## src/sbr_pkg.sv

```systemverilog
package sbr_pkg;

  // Microframe masks are one byte wide; a bit index into them needs three bits.
  localparam int MASK_W = 8;
  localparam int BIT_W  = 3;

  // Result status codes.
  typedef enum logic [1:0] {
    ST_OK     = 2'd0,
    ST_UNSUP  = 2'd1,
    ST_NOROOM = 2'd2
  } status_t;

  // Request modes.
  localparam logic MODE_ALLOC = 1'b0;
  localparam logic MODE_FREE  = 1'b1;

  // Configuration register indexes.
  localparam logic [1:0] REG_ENABLE    = 2'd0;
  localparam logic [1:0] REG_FRAMES    = 2'd1;
  localparam logic [1:0] REG_SUBFRAMES = 2'd2;
  localparam logic [1:0] REG_MAXBW     = 2'd3;

  // Handshake between the sequencer and the remainder unit.
  typedef struct packed {
    logic start;
    logic done;
  } mod_ctl_t;

  // Mask with every bit below n set; n of eight or more gives all ones.
  function automatic logic [MASK_W-1:0] low_mask(input logic [3:0] n);
    logic [15:0] m;
    begin
      m = (16'd1 << n) - 16'd1;
      return m[MASK_W-1:0];
    end
  endfunction

endpackage

```

## src/sbr_mod.sv

```systemverilog
module sbr_mod
  import sbr_pkg::*;
#(
  parameter int DW = 12,
  parameter int FW = 11
) (
  input  logic          clk,
  input  logic          rst,
  input  mod_ctl_t      ctl_in,
  input  logic [DW-1:0] dividend,
  input  logic [FW-1:0] divisor,
  output mod_ctl_t      ctl_out,
  output logic [FW-1:0] rem
);

  localparam int CW = (DW > 1) ? $clog2(DW) : 1;

  logic          run;
  logic [CW-1:0] cnt;
  logic [DW-1:0] shreg;
  logic [FW:0]   trial;

  // One dividend bit enters the partial remainder per cycle.
  assign trial = {rem, shreg[DW-1]};

  always_ff @(posedge clk) begin
    if (rst) begin
      run <= 1'b0;
      ctl_out <= '0;
    end else begin
      ctl_out.done <= 1'b0;
      ctl_out.start <= 1'b0;
      if (ctl_in.start) begin
        shreg <= dividend;
        rem <= '0;
        cnt <= CW'(DW - 1);
        run <= 1'b1;
      end else if (run) begin
        if (trial >= {1'b0, divisor}) begin
          rem <= FW'(trial - {1'b0, divisor});
        end else begin
          rem <= trial[FW-1:0];
        end
        shreg <= shreg << 1;
        cnt <= cnt - CW'(1);
        if (cnt == '0) begin
          run <= 1'b0;
          ctl_out.done <= 1'b1;
        end
      end
    end
  end

endmodule

```

## config.mk

```make
export PLATFORM = sky130hd
export DESIGN_NAME = sbr_mod
export DESIGN_NICKNAME = d
export VERILOG_FILES = /design/src/sbr_pkg.sv /design/src/sbr_mod.sv
export SDC_FILE = /design/constraint.sdc
export NUM_CORES = 1
export LEC_CHECK = 0
export ABC_AREA = 1
export CORE_MARGIN = 5
export CORE_UTILIZATION = 30
export CTS_CLUSTER_DIAMETER = 50
export DETAILED_ROUTE_END_ITERATION = 10
export DONT_BUFFER_PORTS = 1
export PLACE_DENSITY = 0.48
export SETUP_SLACK_MARGIN = 0.5
export SLEW_MARGIN = 20
export SYNTH_ARGS = -nofsm -noshare
export SYNTH_HDL_FRONTEND = slang
export SYNTH_SLANG_ARGS = --single-unit
```

## constraint.sdc

```tcl
create_clock -name clk -period 6.8 [get_ports clk]
set_input_delay 0.68 -clock clk [delete_from_list [all_inputs] [get_ports clk]]
set_output_delay 0.68 -clock clk [all_outputs]
set_load 0.1 [all_outputs]
```

==> metrics.md, run 1 <==
| Metric | Value |
|---|---|
| CTS clock-pin slew for the worst setup and hold paths | `around 70 ps` |
| Die X | `~93 µm` |
| Nets | `around 320` |
| Hold-critical path endpoint | `ctl_out[0]` |
| Sequential-to-total area share from yosys stat | `0.412` |
| Final global-route overflow total | `0` |
| Mean instance size in the synthesized netlist | `7.56 µm²` |
| Actual slew at the worst max-slew pin | `about 1000 ps` |
| Largest net degree at the start of global routing | `26` |
| Iteration-0 DRC count of the detailed router | `100` |
| Critical hold path startpoint | `run` |
| Resized cells post-CTS | `0` |
| Switching share of power | `0.362` |
| Slowest cell on the critical path | `edfxtp_1` |
| Count of different cell masters after synthesis | `31` |
| Fraction of power consumed by the clock network | `0.313` |
| Cell chosen for the clock root | `clkbuf_8` |
| Compound-cell area share of the yosys netlist | `0.0619` |
| Clock Path Buffers | `2` |
| Max_cap viols | `0` |
| Portion of total power attributed to sequential cells | `0.464` |
| Antenna violations before repair | `0` |
| Most common cell on crit path | `nand2_2` |
| Relative max-transition margin | `0.304` |
| Share of layout cells above drive strength 1 | `0.123` |
| Multiplexer share of the synthesized area | `0` |
| Final std cell area, no fill | `between 2000 and 2500 µm²` |
| Critical Path, Cell by Cell | `inv_1 > fa_1 > inv_1 > nand2_1 > nand2_2 > nand2_4 > nand2_2 > nand2_2 > nand3_4 > inv_2 > nor2_1 > nor2_1` |
| Critical register-to-register path startpoint | `rem[0]` |
| Util after Layout | `0.332` |
| Worst endpoint required time | `6830 ps` |
| Die span in y | `slightly above 90 µm` |
| Setup TNS after final layout | `0 ps` |
| IO Port Bufs | `0` |
| Placed Instance Area | `between 2000 and 2500 µm²` |
| Clock network latency to the later pin of the worst-skew pair | `between 200 and 300 ps` |
| Hold buffer count at cts | `0` |
| Largest family of logic cells by synthesized area | `simple AND/OR/NAND/NOR gates` |
| RePlAce Congestion | `0.848` |
| Flop and latch count out of synthesis | `29` |
| Share of the cycle needed by the critical path after routing | `0.430` |
| Final-report setup violation count | `0` |
| Path type of the worst setup path | `reg -> reg` |
| Effective utilization at floorplan | `0.305` |
| Global-route wire length before repair | `between 7 and 8 mm` |
| Net Count, Synth | `313` |
| CP max stage delay | `roughly 1000 ps` |
| Final hold violations | `0` |
| Kind of launch point of the worst setup path | `flip-flop` |
| Wire length per cell after detailed routing | `12.4 µm` |
| VDD IR-drop max | `between 100 and 150 µV` |
| Number of iterations in the first detailed-routing pass | `4` |
| Critical path peak fanout | `15` |
| Cell count of the worst reg-to-reg path | `12` |
| Std-Cell Core Area | `6760 µm²` |
| Placement Rows | `30` |
| Sum of net half-perimeters after detailed placement | `~3.4 mm` |
| Clock Skews | `5.11 ps` |
| Xor and xnor fraction of the mapped netlist area | `0.0127` |
| Kind of capture point of the worst setup path | `flip-flop` |
| Post-synthesis instance area | `~2100 µm²` |
| P_int | `~0.37 mW` |
| # fillers | `about 740` |
| I/O pins | `40` |
| Total DRC errors in the routed layout | `0` |
| Number of clock buffers inserted by TritonCTS | `5` |
| Share of power burned in combinational logic | `0.223` |
| Ratio of total power to cell area | `approximately 260 nW/µm²` |
| Total wire length | `about 4.4 mm` |
| Buffer count from post-CTS setup fixing | `0` |
| H-tree levels | `2` |
| Switching power | `between 0.2 and 0.25 mW` |
| Post-synthesis share of cell area spent on and, or, nand and nor gates | `0.318` |
| Number of clock sinks | `29` |
| Worst Hold Class | `reg -> reg` |
| Total via count after detailed routing | `roughly 1600` |
| Status | `finished clean` |
| Ant. Diodes | `0` |
| GRT Overall Usage | `0.111` |
| Adder-cell area share of the yosys netlist | `0.0825` |
| Antenna-violating nets left | `0` |
| Number of global-route vias before repair | `between 1500 and 2000` |
| Final worst path period need | `about 2900 ps` |
| Worst reg-to-reg setup slack | `3870 ps` |
| Area added between synthesis and finish | `8.73%` |
| Gate count of the mapped netlist | `about 270` |
| WHS Path Cells | `2` |
| Fin. max-slew vios | `0` |
| Die outline area | `between 8000 and 9000 µm²` |
| Worst EP arrival | `a little under 3000 ps` |
| Standby leakage power | `1.13 nW` |
| Highest attainable clock frequency | `between 0.3 and 0.4 GHz` |
| Clock tree from TritonCTS | `done` |
| Warning count from the yosys run | `0` |
| Setup repair after global routing missed its margin | `no` |
| Via-to-Cell Ratio | `roughly 4.4` |
| R2R Path End | `rem[8]` |
-- kinds of logic (layout without fill, tap and decap cells) --
logic type / Yosys count / count (layout)
buffers and inverters: 56 / 59
xor gates and xnor gates: 3 / 3
and+or+nand+nor: 152 / 152
AOI/OAI and AO/OA: 19 / 19
other: 1 / 1
DFF: 29 / 29
adders and majority gates: 13 / 13
-- area by class of cell --
| type | count | area, µm² | share of cell area |
|---|---|---|---|
| multi-input cells | 188 | 987 | 0.440 |
| flip-flops and latches | 29 | 851 | 0.379 |
| inverters | 50 | 188 | 0.0837 |
| well taps | 80 | 100 | 0.0446 |
| clock buffers | 5 | 68.8 | 0.0307 |
| clock inverters | 3 | 41.3 | 0.0184 |
| repair buffers | 1 | 7.51 | 0.00335 |
-- worst max path at each step --
stage / from / endpoint / slack [ps] / depth (start not counted)
2_1_floorplan: ctl_in[1] / cnt[0] / 3930 / 3
3_3_place_gp: rem[0] / rem[8] / 3890 / 12
3_5_place_dp: rem[0] / rem[8] / 3860 / 12
4_1_cts: rem[0] / rem[8] / 3830 / 12
5_1_grt: rem[0] / rem[8] / 3640 / 12
6_report: rem[0] / rem[8] / 3870 / 12
-- cells in the mapped netlist --
library cell,count,area share
or2_4,1,0.0042
a21oi_1,6,0.015
inv_2,4,0.0073
nor4_1,1,0.0030
nand4_1,4,0.012
buf_6,2,0.011
dfxtp_1,2,0.019
nor2_2,3,0.0091
a21oi_2,1,0.0042
nand2_4,1,0.0055
nand2_1,92,0.17
edfxtp_1,27,0.39
buf_4,1,0.0036
and2_1,1,0.0030
nand2_2,5,0.015
or2_2,2,0.0061
nor2_1,28,0.051
ha_1,12,0.073
or2_1,2,0.0061
nand3_4,1,0.0085
conb_1,1,0.0018
fa_1,1,0.0097
nand3_1,11,0.027
o21ai_1,3,0.0073
xor2_1,2,0.0085
o21a_1,1,0.0036
o21ai_0,1,0.0024
clkbuf_1,3,0.0055
o21ai_2,7,0.030
xnor2_1,1,0.0042
inv_1,46,0.084
-- registers in the layout, summed over array words and instances (netlist names) --
| register | cells |
|---|---|
| ctl_out | 1 |
| run | 1 |
| rem | 11 |
| cnt | 4 |
| shreg | 12 |
-- power groups by stage --
stage	clock network, mW	registers [mW]	logic (mW)
final	0.180	0.267	0.128
after global placement	0	0.271	0.129
after global routing	0.194	0.269	0.150
after floorplan	0	0.268	0.110
after detailed placement	0	0.271	0.130
after CTS	0.185	0.267	0.131
-- cell usage in the layout, fill, tap and decap left out, types with 3 or more instances in the layout --
cell       n
ha_1      12
inv_1     46
nor2_1    28
a21oi_1    5
edfxtp_1  27
nand4_1    4
inv_2      4
nand2_1   92
clkbuf_8   5
nor2_2     3
nand3_1   11
nand2_2    5
o21ai_1    3
o21ai_2    7
-- routing by layer --
metal,routed length (µm),GRT usage,part of all wire,vias to the layer above
li1,-,-,-,851
met1,2060,0.129,0.47,691
met2,2040,0.195,0.46,28
met3,261,0.0349,0.059,4
met4,44,0.0330,0.010,0
met5,0,0,0,-
-- worst max-delay path, delay by kind of cell (launching register included) --
family | cells | cell delay [ps]
adder cells (fa/ha/maj) | 1 | 490
buffers and inverters | 3 | 390
flip-flops | 1 | 1010
AND/OR/NAND/NOR | 8 | 760
-- stage by stage --
step	worst slack [ps]	total power [mW]	hold WS, ps	instances
after CTS	3830	0.583	464	356
after global placement	3890	0.400	455	348
final	3870	0.575	474	356
after floorplan	3930	0.377	420	273
after detailed placement	3860	0.401	463	348
after global routing	3640	0.612	468	356
Power figures use the tool's default switching activity.
==> run 2: changes to the inputs <==
- PLACE_DENSITY: 0.48 -> 0.49
- clock period: 6.8 -> 2.4 ns (I/O delays scaled with it)
==> metrics.md, run 2 (synthesis gave the netlist of run 1 again) <==
| Metric | Value |
|---|---|
| Status | `finished clean (unchanged)` |
| H-tree levels | `2 (unchanged)` |
| Critical Path, Cell by Cell | `inv_1 > ha_2 > fa_2 > inv_2 > nand2_2 > nand2_4 > nand2_4 > nand2_2 > nand2_2 > nand3_4 > buf_6 > nand2_2 > nand2_2 > nor2_2 (was inv_1 > fa_1 > inv_1 > nand2_1 > nand2_2 > nand2_4 > nand2_2 > nand2_2 > nand3_4 > inv_2 > nor2_1 > nor2_1)` |
| Highest attainable clock frequency | `0.499 GHz (was 0.342 GHz)` |
| R2R Path End | `rem[2] (was rem[8])` |
| Util after Layout | `0.367 (was 0.332)` |
| Worst reg-to-reg setup slack | `400 ps (was 3870 ps)` |
| Cell type group with the largest total delay on the critical path | `simple AND/OR/NAND/NOR gates (was flip-flops)` |
| Relative max-transition margin | `0.378 (was 0.304)` |
| Global-route wire length before repair | `8.14 mm (was 7.58 mm)` |
| Max_cap viols | `0 (unchanged)` |
| CP max stage delay | `350 ps (was 1010 ps)` |
| I/O pins | `40 (unchanged)` |
| Iteration-0 DRC count of the detailed router | `89 (was 100)` |
| Kind of launch point of the worst setup path | `flip-flop (unchanged)` |
| Ant. Diodes | `0 (unchanged)` |
| Antenna-violating nets left | `0 (unchanged)` |
| Ratio of total power to cell area | `698 nW/µm² (was 256 nW/µm²)` |
| Hold-critical path endpoint | `ctl_out[0] (unchanged)` |
| VDD IR-drop max | `319 µV (was 147 µV)` |
| Setup repair after global routing missed its margin | `yes (was no)` |
| Critical register-to-register path startpoint | `shreg[11] (was rem[0])` |
| Critical hold path startpoint | `rst (was run)` |
| Largest net degree at the start of global routing | `29 (was 26)` |
| Sum of net half-perimeters after detailed placement | `3.40 mm (was 3.35 mm)` |
| Worst endpoint required time | `2440 ps (was 6830 ps)` |
| RePlAce Congestion | `0.892 (was 0.848)` |
| Cell chosen for the clock root | `clkbuf_8 (unchanged)` |
| Std-Cell Core Area | `6760 µm² (unchanged)` |
| Via-to-Cell Ratio | `4.53 (was 4.42)` |
| Grt met3 use | `0.0374 (was 0.0349)` |
| Worst EP arrival | `2050 ps (was 2960 ps)` |
| Fraction of power consumed by the clock network | `0.295 (was 0.313)` |
| Nets | `338 (was 315)` |
| Overall Power | `1.73 mW (was 0.575 mW)` |
| Share of layout cells above drive strength 1 | `0.234 (was 0.123)` |
| GR Layer Usage met1 | `0.146 (was 0.129)` |
| Die span in y | `92.9 µm (unchanged)` |
| Clock tree from TritonCTS | `done (unchanged)` |
| Largest registers ranked by flip-flop count | `shreg: 12 flops, rem: 11 flops, cnt: 4 flops (unchanged)` |
| GRT Overall Usage | `0.121 (was 0.111)` |
| Number of iterations in the first detailed-routing pass | `4 (unchanged)` |
| CTS clock-pin slew for the worst setup and hold paths | `70 ps (about the same)` |
| Number of clock sinks | `29 (unchanged)` |
| Clock Skews | `1.18 ps (was 5.11 ps)` |
| Global-route met2 utilization | `0.203 (was 0.195)` |
| Largest Register | `shreg (unchanged)` |
| Commonest cells after routing, fill and taps aside | `nand2_1, inv_1, edfxtp_1 (was nand2_1, inv_1, nor2_1)` |
| P_int | `1.11 mW (was 0.367 mW)` |
| Slowest cell on the critical path | `edfxtp_1 (unchanged)` |
| Wire length per cell after detailed routing | `12.8 µm (was 12.4 µm)` |
| Critical path peak fanout | `8 (was 15)` |
| Area added between synthesis and finish | `20.2% (was 8.73%)` |
| Total wire length | `4.84 mm (was 4.41 mm)` |
| Post-layout instance count excluding filler cells | `379 (was 356)` |
| Share of the cycle needed by the critical path after routing | `0.834 (was 0.430)` |
| Switching share of power | `0.361 (was 0.362)` |
| Switching power | `0.624 mW (was 0.208 mW)` |
| Final hold violations | `0 (unchanged)` |
| Commonest non-fill, non-tap cell in the layout | `nand2_1 (unchanged)` |
| Actual slew at the worst max-slew pin | `932 ps (was 1040 ps)` |
| Final-report setup violation count | `0 (unchanged)` |
| Critical path buffer and inverter count | `3 (unchanged)` |
| WHS Path Cells | `1 (was 2)` |
| Die outline area | `8640 µm² (unchanged)` |
| Placement Rows | `30 (unchanged)` |
| Worst Hold Class | `in -> reg (was reg -> reg)` |
| Kind of capture point of the worst setup path | `flip-flop (unchanged)` |
| Portion of total power attributed to sequential cells | `0.358 (was 0.464)` |
| Final global-route overflow total | `0 (unchanged)` |
| Largest register FFs | `12 (unchanged)` |
| Cell count of the worst reg-to-reg path | `14 (was 12)` |
| Effective utilization at floorplan | `0.305 (unchanged)` |
| Most common cell on crit path | `nand2_2 (unchanged)` |
| Clock Path Buffers | `2 (unchanged)` |
| Share of power burned in combinational logic | `0.347 (was 0.223)` |
| Die X | `92.9 µm (unchanged)` |
| Standby leakage power | `1.24 nW (was 1.13 nW)` |
| Cell total after placement | `361 (was 348)` |
| IO Port Bufs | `0 (unchanged)` |
| Antenna violations before repair | `0 (unchanged)` |
| Fin. max-slew vios | `0 (unchanged)` |
| Total via count after detailed routing | `1715 (was 1574)` |
| Clock network latency to the later pin of the worst-skew pair | `280 ps (about the same)` |
| Total DRC errors in the routed layout | `0 (unchanged)` |
| GRT busiest layer | `met2 (unchanged)` |
| Final worst path period need | `2000 ps (was 2930 ps)` |
| Number of global-route vias before repair | `1766 (was 1701)` |
| Number of clock buffers inserted by TritonCTS | `5 (unchanged)` |
| Path type of the worst setup path | `reg -> reg (unchanged)` |
run 2: power groups by stage:
stage | Clock [mW] | Combinational (mW) | Sequential, mW
6_report | 0.511 | 0.600 | 0.620
3_5_place_dp | 0 | 0.540 | 0.631
4_1_cts | 0.527 | 0.584 | 0.620
5_1_grt | 0.555 | 0.666 | 0.624
3_3_place_gp | 0 | 0.538 | 0.630
2_1_floorplan | 0 | 0.319 | 0.758
run 2: metrics by stage:
step           setup slack [ps]  area (µm²)  TNS (ps)  hold WS, ps
5_1_grt                     267        2480         0         14.6
3_5_place_dp                243        2250         0          320
3_3_place_gp                263        2250         0          321
2_1_floorplan             -33.5        2090     -38.5          316
6_report                    398        2480         0         24.2
4_1_cts                     395        2440         0         13.6
run 2: repair_timing:
action                                  CTS  global route
pin swaps                                 1             0
hold buffers                              0             0
gates cloned                              0             0
buffers inserted                          7             3
endpoints found under the setup margin   11            11
resized for setup                        11             4
run 2: area by class of cell:
class	instances	area, µm²
inverters	50	193
flip-flops and latches	29	851
clock inverters	3	41.3
repair buffers	24	188
fillers	743	4280
clock buffers	5	68.8
multi-input cells	188	1040
well taps	80	100
run 2: worst reg2reg max path: cells and delay by family, from the launching register on:
kind	cells	cell delay, ps
AND/OR/NAND/NOR	9	600
adder cells (fa/ha/maj)	2	530
flip-flops	1	350
buffers and inverters	3	280
run 2: how the worst max path moves through the flow:
| stage | start | to | cells past startpoint |
|---|---|---|---|
| after floorplan | rem[0] | rem[2] | 13 |
| after global placement | shreg[11] | rem[2] | 14 |
| after detailed placement | shreg[11] | rem[2] | 14 |
| after CTS | shreg[11] | rem[2] | 14 |
| after global routing | shreg[11] | rem[6] | 13 |
| final | shreg[11] | rem[2] | 14 |
run 2: routing by layer:
metal,part of all wire,up-vias
li1,-,894
met1,0.46,785
met2,0.47,30
met3,0.050,6
met4,0.012,0
met5,0,-
